**src/design/gwm_pkg.sv**
```systemverilog
package gwm_pkg;

    // Wildcard and special characters
    localparam logic [7:0] CH_STAR  = 8'h2A;
    localparam logic [7:0] CH_QMARK = 8'h3F;
    localparam logic [7:0] CH_DOT   = 8'h2E;
    localparam logic [7:0] CH_UP_A  = 8'h41;
    localparam logic [7:0] CH_UP_Z  = 8'h5A;
    localparam logic [7:0] CASE_OFS = 8'h20;

    // Controller states
    typedef enum logic [2:0] {
        ST_IDLE,
        ST_CHECK,
        ST_FETCH,
        ST_EVAL,
        ST_TAIL_FETCH,
        ST_TAIL_EVAL
    } state_t;

    // Which verdict the datapath registers on emit
    typedef enum logic [1:0] {
        RES_SHORT,
        RES_FAIL,
        RES_TAIL
    } res_sel_t;

    // Commands from controller to datapath
    typedef struct packed {
        logic     load;
        logic     walk_init;
        logic     step;
        logic     tail_step;
        logic     emit;
        res_sel_t emit_sel;
    } cmd_t;

    // Status from datapath to controller
    typedef struct packed {
        logic short_cut;
        logic name_done;
        logic step_fail;
        logic tail_more;
    } stat_t;

    // ASCII upper to lower case, other bytes unchanged
    function automatic logic [7:0] fold(input logic [7:0] c);
        logic [7:0] r;
        r = c;
        if (c >= CH_UP_A && c <= CH_UP_Z)
        begin
            r = c + CASE_OFS;
        end
        return r;
    endfunction

endpackage

```
**src/design/gwm_ctrl.sv**
```systemverilog
module gwm_ctrl
    import gwm_pkg::*;
(
    input  logic  clk,
    input  logic  rst_n,
    input  logic  start,
    input  logic  kind,
    input  logic  last,
    input  stat_t stat,
    output cmd_t  cmd,
    output logic  busy
);

    state_t state_reg;
    state_t state_next;

    // State register
    always_ff @(posedge clk or negedge rst_n)
    begin
        if (!rst_n)
        begin
            state_reg <= ST_IDLE;
        end
        else
        begin
            state_reg <= state_next;
        end
    end

    // Next state
    always_comb
    begin
        state_next = state_reg;
        case (state_reg)
            ST_IDLE:
            begin
                if (start && kind && last)
                begin
                    state_next = ST_CHECK;
                end
            end
            ST_CHECK:
            begin
                state_next = stat.short_cut ? ST_IDLE : ST_FETCH;
            end
            ST_FETCH:
            begin
                state_next = stat.name_done ? ST_TAIL_FETCH : ST_EVAL;
            end
            ST_EVAL:
            begin
                state_next = stat.step_fail ? ST_IDLE : ST_FETCH;
            end
            ST_TAIL_FETCH:
            begin
                state_next = ST_TAIL_EVAL;
            end
            ST_TAIL_EVAL:
            begin
                state_next = stat.tail_more ? ST_TAIL_FETCH : ST_IDLE;
            end
            default:
            begin
                state_next = ST_IDLE;
            end
        endcase
    end

    // Outputs
    always_comb
    begin
        cmd           = '0;
        cmd.emit_sel  = RES_SHORT;
        busy          = 1'b1;
        case (state_reg)
            ST_IDLE:
            begin
                busy     = 1'b0;
                cmd.load = start;
            end
            ST_CHECK:
            begin
                cmd.emit      = stat.short_cut;
                cmd.emit_sel  = RES_SHORT;
                cmd.walk_init = !stat.short_cut;
            end
            ST_FETCH:
            begin
            end
            ST_EVAL:
            begin
                cmd.emit     = stat.step_fail;
                cmd.emit_sel = RES_FAIL;
                cmd.step     = !stat.step_fail;
            end
            ST_TAIL_FETCH:
            begin
            end
            ST_TAIL_EVAL:
            begin
                cmd.tail_step = stat.tail_more;
                cmd.emit      = !stat.tail_more;
                cmd.emit_sel  = RES_TAIL;
            end
            default:
            begin
                busy = 1'b1;
            end
        endcase
    end

    // A walk never starts from idle without a name end
    assert property (@(posedge clk) disable iff (!rst_n)
        (state_reg == ST_IDLE && state_next == ST_CHECK) |-> (start && kind && last))
        else $error("walk started without a name end");

    // Emit always returns to idle
    assert property (@(posedge clk) disable iff (!rst_n)
        cmd.emit |=> (state_reg == ST_IDLE))
        else $error("emit without return to idle");

    // Loading only happens in idle
    assert property (@(posedge clk) disable iff (!rst_n)
        cmd.load |-> !busy)
        else $error("load while busy");

endmodule

```
**src/design/gwm_dp.sv**
```systemverilog
module gwm_dp
    import gwm_pkg::*;
#(
    parameter int PATTERN_DEPTH = 64,
    parameter int NAME_DEPTH    = 256
)
(
    input  logic       clk,
    input  logic       rst_n,
    input  cmd_t       cmd,
    output stat_t      stat,
    input  logic       kind,
    input  logic [7:0] char_code,
    input  logic       no_char,
    input  logic       last,
    output logic       matched,
    output logic       overflow,
    output logic       done
);

    localparam int PAW = $clog2(PATTERN_DEPTH);
    localparam int PLW = $clog2(PATTERN_DEPTH + 1);
    localparam int NAW = $clog2(NAME_DEPTH);
    localparam int NLW = $clog2(NAME_DEPTH + 1);

    // Stores
    logic [7:0] pat_mem [PATTERN_DEPTH];
    logic [7:0] name_mem [NAME_DEPTH];
    logic [7:0] p_rdata_reg;
    logic [7:0] n_rdata_reg;

    // String bookkeeping
    logic [PLW-1:0] plen_reg, plen_next;
    logic           popen_reg, popen_next;
    logic           ptl_reg, ptl_next;
    logic [2:0]     sds_reg, sds_next;
    logic [NLW-1:0] nlen_reg, nlen_next;
    logic           nopen_reg, nopen_next;
    logic           ntl_reg, ntl_next;

    // Walk registers
    logic [PLW-1:0] p_reg, p_next;
    logic [NLW-1:0] v_reg, v_next;
    logic [PLW-1:0] star_at_reg, star_at_next;
    logic [NLW-1:0] star_from_reg, star_from_next;
    logic           have_reg, have_next;

    // Result registers
    logic done_reg, done_next;
    logic matched_reg, matched_next;
    logic overflow_reg, overflow_next;

    logic [PLW-1:0] p_base;
    logic [NLW-1:0] n_base;
    logic           p_wr, n_wr;
    logic           p_valid, hit, star, ovf, sds;
    logic [7:0]     pc;

    // Base length of the string being loaded: a closed string restarts
    assign p_base = popen_reg ? plen_reg : '0;
    assign n_base = nopen_reg ? nlen_reg : '0;
    assign p_wr   = cmd.load && !kind && !no_char && (p_base < PLW'(PATTERN_DEPTH));
    assign n_wr   = cmd.load && kind && !no_char && (n_base < NLW'(NAME_DEPTH));

    // Loading
    always_comb
    begin
        plen_next  = plen_reg;
        popen_next = popen_reg;
        ptl_next   = ptl_reg;
        sds_next   = sds_reg;
        nlen_next  = nlen_reg;
        nopen_next = nopen_reg;
        ntl_next   = ntl_reg;
        if (cmd.load && !kind)
        begin
            plen_next  = p_base;
            ptl_next   = popen_reg ? ptl_reg : 1'b0;
            popen_next = !last;
            if (!no_char)
            begin
                if (p_wr)
                begin
                    plen_next = p_base + PLW'(1);
                end
                else
                begin
                    ptl_next = 1'b1;
                end
            end
            // Track the "*.*" special pattern on its first three characters
            if (p_wr && p_base == PLW'(0))
            begin
                sds_next[0] = (char_code == CH_STAR);
            end
            if (p_wr && p_base == PLW'(1))
            begin
                sds_next[1] = (char_code == CH_DOT);
            end
            if (p_wr && p_base == PLW'(2))
            begin
                sds_next[2] = (char_code == CH_STAR);
            end
        end
        if (cmd.load && kind)
        begin
            nlen_next  = n_base;
            ntl_next   = nopen_reg ? ntl_reg : 1'b0;
            nopen_next = !last;
            if (!no_char)
            begin
                if (n_wr)
                begin
                    nlen_next = n_base + NLW'(1);
                end
                else
                begin
                    ntl_next = 1'b1;
                end
            end
        end
    end

    // Store writes and registered reads at the walk pointers
    always_ff @(posedge clk)
    begin
        if (p_wr)
        begin
            pat_mem[p_base[PAW-1:0]] <= char_code;
        end
        if (n_wr)
        begin
            name_mem[n_base[NAW-1:0]] <= char_code;
        end
        p_rdata_reg <= pat_mem[p_reg[PAW-1:0]];
        n_rdata_reg <= name_mem[v_reg[NAW-1:0]];
    end

    // Compare of the fetched characters
    assign pc      = fold(p_rdata_reg);
    assign p_valid = p_reg < plen_reg;
    assign hit     = p_valid && (pc == CH_QMARK || pc == fold(n_rdata_reg));
    assign star    = p_valid && (pc == CH_STAR);
    assign ovf     = ptl_reg || ntl_reg;
    assign sds     = (plen_reg == PLW'(3)) && (&sds_reg);

    assign stat.short_cut = ovf || sds;
    assign stat.name_done = v_reg >= nlen_reg;
    assign stat.step_fail = !hit && !star && !have_reg;
    assign stat.tail_more = p_valid && (p_rdata_reg == CH_STAR);

    // Walk with backtracking to the last star
    always_comb
    begin
        p_next         = p_reg;
        v_next         = v_reg;
        star_at_next   = star_at_reg;
        star_from_next = star_from_reg;
        have_next      = have_reg;
        if (cmd.walk_init)
        begin
            p_next    = '0;
            v_next    = '0;
            have_next = 1'b0;
        end
        else if (cmd.step)
        begin
            if (hit)
            begin
                p_next = p_reg + PLW'(1);
                v_next = v_reg + NLW'(1);
            end
            else if (star)
            begin
                star_at_next   = p_reg;
                p_next         = p_reg + PLW'(1);
                star_from_next = v_reg;
                have_next      = 1'b1;
            end
            else
            begin
                p_next         = star_at_reg + PLW'(1);
                star_from_next = star_from_reg + NLW'(1);
                v_next         = star_from_reg + NLW'(1);
            end
        end
        else if (cmd.tail_step)
        begin
            p_next = p_reg + PLW'(1);
        end
    end

    // Verdict
    always_comb
    begin
        done_next     = cmd.emit;
        matched_next  = 1'b0;
        overflow_next = 1'b0;
        if (cmd.emit)
        begin
            case (cmd.emit_sel)
                RES_SHORT:
                begin
                    matched_next  = !ovf;
                    overflow_next = ovf;
                end
                RES_FAIL:
                begin
                    matched_next = 1'b0;
                end
                RES_TAIL:
                begin
                    matched_next = (p_reg == plen_reg);
                end
                default:
                begin
                    matched_next = 1'b0;
                end
            endcase
        end
    end

    // Control registers
    always_ff @(posedge clk or negedge rst_n)
    begin
        if (!rst_n)
        begin
            plen_reg  <= '0;
            popen_reg <= 1'b0;
            ptl_reg   <= 1'b0;
            sds_reg   <= '0;
            nlen_reg  <= '0;
            nopen_reg <= 1'b0;
            ntl_reg   <= 1'b0;
            have_reg  <= 1'b0;
            done_reg  <= 1'b0;
        end
        else
        begin
            plen_reg  <= plen_next;
            popen_reg <= popen_next;
            ptl_reg   <= ptl_next;
            sds_reg   <= sds_next;
            nlen_reg  <= nlen_next;
            nopen_reg <= nopen_next;
            ntl_reg   <= ntl_next;
            have_reg  <= have_next;
            done_reg  <= done_next;
        end
    end

    // Walk pointers and result payload
    always_ff @(posedge clk)
    begin
        p_reg         <= p_next;
        v_reg         <= v_next;
        star_at_reg   <= star_at_next;
        star_from_reg <= star_from_next;
        matched_reg   <= matched_next;
        overflow_reg  <= overflow_next;
    end

    assign done     = done_reg;
    assign matched  = matched_reg;
    assign overflow = overflow_reg;

    // Overflow always forces no match
    assert property (@(posedge clk) disable iff (!rst_n)
        done |-> !(matched && overflow))
        else $error("match reported with overflow");

    // Lengths never exceed the store depths
    assert property (@(posedge clk) disable iff (!rst_n)
        (plen_reg <= PLW'(PATTERN_DEPTH)) && (nlen_reg <= NLW'(NAME_DEPTH)))
        else $error("length beyond store depth");

    // A step that consumes a name character keeps v within the name
    assert property (@(posedge clk) disable iff (!rst_n)
        (cmd.step && hit) |=> (v_reg <= nlen_reg))
        else $error("name pointer ran past the name");

endmodule

```
**src/design/glob_wildcard_matcher.sv**
```systemverilog
// Glob matcher with case folding. Pattern and name characters load one per
// cycle while busy is low (kind selects the store, no_char marks an item
// with no character). The item that ends a name starts a match walk during
// which busy is high: a check state, then a fetch and an eval state per walk
// step, then a tail fetch and a tail eval state that repeat per trailing star
// of the pattern, since each step reads both stores through their registered
// read ports. The verdict (matched, overflow) is presented for exactly one
// cycle with done, the cycle after the walk ends; it must be taken then.
// Overflow or the pattern "*.*" decide the result in the check state.
module glob_wildcard_matcher
    import gwm_pkg::*;
#(
    parameter int PATTERN_DEPTH = 64,
    parameter int NAME_DEPTH    = 256
)
(
    input  logic       clk,
    input  logic       rst_n,
    input  logic       start,
    output logic       busy,
    input  logic       kind,
    input  logic [7:0] char_code,
    input  logic       no_char,
    input  logic       last,
    output logic       done,
    output logic       matched,
    output logic       overflow
);

    cmd_t  cmd;
    stat_t stat;

    gwm_ctrl u_ctrl (
        .clk   (clk),
        .rst_n (rst_n),
        .start (start),
        .kind  (kind),
        .last  (last),
        .stat  (stat),
        .cmd   (cmd),
        .busy  (busy)
    );

    gwm_dp #(
        .PATTERN_DEPTH (PATTERN_DEPTH),
        .NAME_DEPTH    (NAME_DEPTH)
    ) u_dp (
        .clk       (clk),
        .rst_n     (rst_n),
        .cmd       (cmd),
        .stat      (stat),
        .kind      (kind),
        .char_code (char_code),
        .no_char   (no_char),
        .last      (last),
        .matched   (matched),
        .overflow  (overflow),
        .done      (done)
    );

    // A name end always makes the block busy next cycle
    assert property (@(posedge clk) disable iff (!rst_n)
        (start && !busy && kind && last) |=> busy)
        else $error("name end did not start a walk");

    // Results come only out of a walk
    assert property (@(posedge clk) disable iff (!rst_n)
        done |-> $past(busy))
        else $error("result without a walk");

    // Results are never back to back
    assert property (@(posedge clk) disable iff (!rst_n)
        done |=> !done)
        else $error("back to back results");

endmodule

```
**config.mk**
```make
export PLATFORM = sky130hd
export DESIGN_NAME = glob_wildcard_matcher
export DESIGN_NICKNAME = d
export VERILOG_FILES = /design/src/design/gwm_pkg.sv /design/src/design/gwm_ctrl.sv /design/src/design/gwm_dp.sv /design/src/design/glob_wildcard_matcher.sv
export SDC_FILE = /design/constraint.sdc
export NUM_CORES = 2
export LEC_CHECK = 0
export BUFFER_PORTS_ARGS = -buffer_cell sky130_fd_sc_hd__buf_2
export CAP_MARGIN = 20
export CORE_UTILIZATION = 50
export CTS_CLUSTER_DIAMETER = 120
export CTS_CLUSTER_SIZE = 30
export DETAILED_ROUTE_END_ITERATION = 6
export PLACE_DENSITY = 0.74
export SETUP_SLACK_MARGIN = 0.15
export SLEW_MARGIN = 20
export SYNTH_ARGS = -nofsm -noshare
export SYNTH_HDL_FRONTEND = slang
export SYNTH_HIERARCHICAL = 1
export SYNTH_SLANG_ARGS = --single-unit
```
**constraint.sdc**
```tcl
create_clock -name clk -period 5.5 [get_ports clk]
set_input_delay 1.65 -clock clk [delete_from_list [all_inputs] [get_ports clk]]
set_output_delay 1.65 -clock clk [all_outputs]
set_load 0.005 [all_outputs]
```
==> metrics <==
Most used DFF post-synth=edfxtp_1; sequential fraction of design power=~67%; Netlist cell types=72; first-pass GRT wire length=approximately 340 mm; Post-synth EDFFs=around 2600; die height=about 460 um; setup TNS=0 ps; worst skew pair latency=about 820 ps; post-layout util=approximately 54%; Min-Delay Path Class=reg -> reg; switching share of power=a little over a fifth; Pwr per Cell Area=between 300 and 400 nW/um^2; CTS sink cnt=around 2600; drt total wl=approximately 230 mm; Pint=between 20 and 30 mW; max_cap viols=0; number of global-route vias before repair=~47000; Initial DRC Count=6653; DR vias/cell=6.46; GRT met1 Usage=about 33%; Leakage=32.0 nW; GPL Wtd Cong=~0.91; hold buffers post-CTS=0; FF+latch count, synth=2638; fmax=about 220 MHz; # IOs=18; commonest non-fill, non-tap cell in the layout=edfxtp_1; clock-pin slew of the registers on the worst-case setup and hold paths=between 100 and 150 ps; FFs w/ async S/R, synth=around 1.1%; Setup Buffers After CTS=0; Slew Limit Headroom=between 20% and 30%; GRT busiest layer=met2; Nets=4651; worst-case clock skew=74.0 ps; Worst Setup Start Kind=input port; status=finished clean; CP Max Fanout=21; post-CTS sizing=0; Port-buffer cells=17; dpl cell area=107000 sq um; DP Wirelength=142 mm; worst slew pin tran=approximately 1100 ps; Worst path max stage delay=roughly 800 ps; Crit. End Element=register; grt met2 use=approximately a third; DRT Pass-1 Iters=6; slowest CP cell=nand3_2; final hold viol count=0; RSZ-0062 raised after global routing=no; fin crit share=82.4%; Crit path max-delay family=simple AND/OR/NAND/NOR gates; Area growth syn-to-layout=6.80%; vias=47500; DR WL/cell=roughly 31 um; syn avg cell area=roughly 22 sq um; Syn Nets=around 4600; Required @ worst endpoint=a little under 6000 ps; Crit path arrival time=4980 ps; GRT overflow=0; CP Cell Sequence=buf_2, inv_1, nor2_2, nand2_1, a211oi_2, buf_4, nand3_2, buf_4, nor2_1; Finished Cell Area=110000 sq um; maximum VDD drop=roughly 0.00026 V; total CTS buffers=98; register area share after synthesis=between 70% and 80%; Final Max Slew Viols=0; H-tree depth=3; fin crit period=about 4500 ps; die area=between 200000 and 250000 sq um; CTS tree=done; Sw Pwr=a little over 7 mW; gr usage total=22.5%; Gate power share=around 5.9%; largest net degree at the start of global routing=~130; floorplan row count=between 150 and 200; critical path type=in -> reg; Largest register FFs=2048; CP bufs+invs=4; Antenna Violating Nets Remaining=0; # setup viols final=0; initial core utilization=between 50 and 60%; share of cells above drive strength 1=between 20 and 25%; routing usage on met3=3.93%; Syn. warnings=6; Die W=approximately 460 um; synthesized cell area=between 100000 and 150000 sq um; antenna violations before repair=8; DRC Markers=0; most used cell, CP=buf_4; Clock Path Buffers=3; Clk pwr share=around 27%; Root Buffer=clkbuf_16; Core ar.=204000 sq um; Post-Synthesis Cells=4585; most frequent cells in the layout=edfxtp_1 (2576), mux4_2 (808), nor2_1 (356)
## through the flow
stage | worst slack [ps] | total power [mW] | cells | hold slack [ps]
floorplan | 1430 | 23.8 | 4585 | 432
global placement | 278 | 24.7 | 7194 | 461
detailed placement | 197 | 24.7 | 7194 | 489
CTS | 1080 | 33.6 | 7356 | 516
global route | 900 | 34.4 | 7358 | 546
finish | 966 | 33.5 | 7359 | 513
## worst min-delay path, stage by stage, from the launching register on
cell     delay, ps
dfrtp_1        370
nand2_1         50
o31ai_1         60
## Yosys cell counts, drive strengths merged, types with 19 or more instances
library cell | instances | area share [%]
edfxtp | 2576 | 75
dfrtp | 28 | 0.68
nor2 | 362 | 1.3
ha | 30 | 0.37
buf | 97 | 0.48
dfxtp | 34 | 0.66
nand2 | 94 | 0.35
inv | 37 | 0.14
nor3 | 27 | 0.13
clkbuf | 158 | 0.58
a22oi | 40 | 0.29
mux4 | 808 | 18
xnor2 | 19 | 0.16
o21ai | 24 | 0.12
nand3 | 53 | 0.26
## power groups by stage
stage	logic, mW	registers [mW]	clock network, mW
3_3_place_gp	1.94	22.8	0
2_1_floorplan	1.09	22.7	0
4_1_cts	1.97	22.3	9.33
6_report	1.97	22.3	9.18
3_5_place_dp	1.97	22.8	0
5_1_grt	2.09	22.3	9.94
## final cells by class
cell class / instances / area [sq um]
fill: 15100 / 94600
multi-input combinational: 1654 / 22900
antenna: 2 / 5.00
clock inverter: 8 / 131
inverter: 38 / 150
tap: 2688 / 3360
clock buffer: 154 / 2720
sequential: 2638 / 78800
timing repair buffer: 177 / 1720
## layer usage
layer	vias up	routed length, um
li1	19200	-
met1	25300	89800
met2	2729	110000
met4	6	7150
met5	-	41
met3	305	23700
## worst paths after layout
path | slack, ps | from | end | cells past startpoint
max in group asynchronous | 4080 | rst_n | u_dp/sds_reg[0] | 1
worst min-delay path | 510 | u_dp/sds_reg[1] | u_dp/sds_reg[1] | 2
worst max-delay path | 970 | start | u_dp/name_mem[149][4] | 9
worst min register to register | 510 | u_dp/sds_reg[1] | u_dp/sds_reg[1] | 2
min in group asynchronous | 870 | rst_n | u_dp/nlen_reg[7] | 1
worst max register to register | 1050 | u_ctrl/state_reg[1] | u_dp/name_mem[149][4] | 8
## cells by family after synthesis
kind of cell | after synthesis | synth area share, %
fa+ha+maj | 30 | 0.365
compound gates | 167 | 1.19
mux | 818 | 17.8
xor+xnor | 32 | 0.273
simple gates | 607 | 2.56
buf+inv | 293 | 1.20
flops | 2638 | 76.6
No activity file was read; power rests on OpenSTA's default activity.
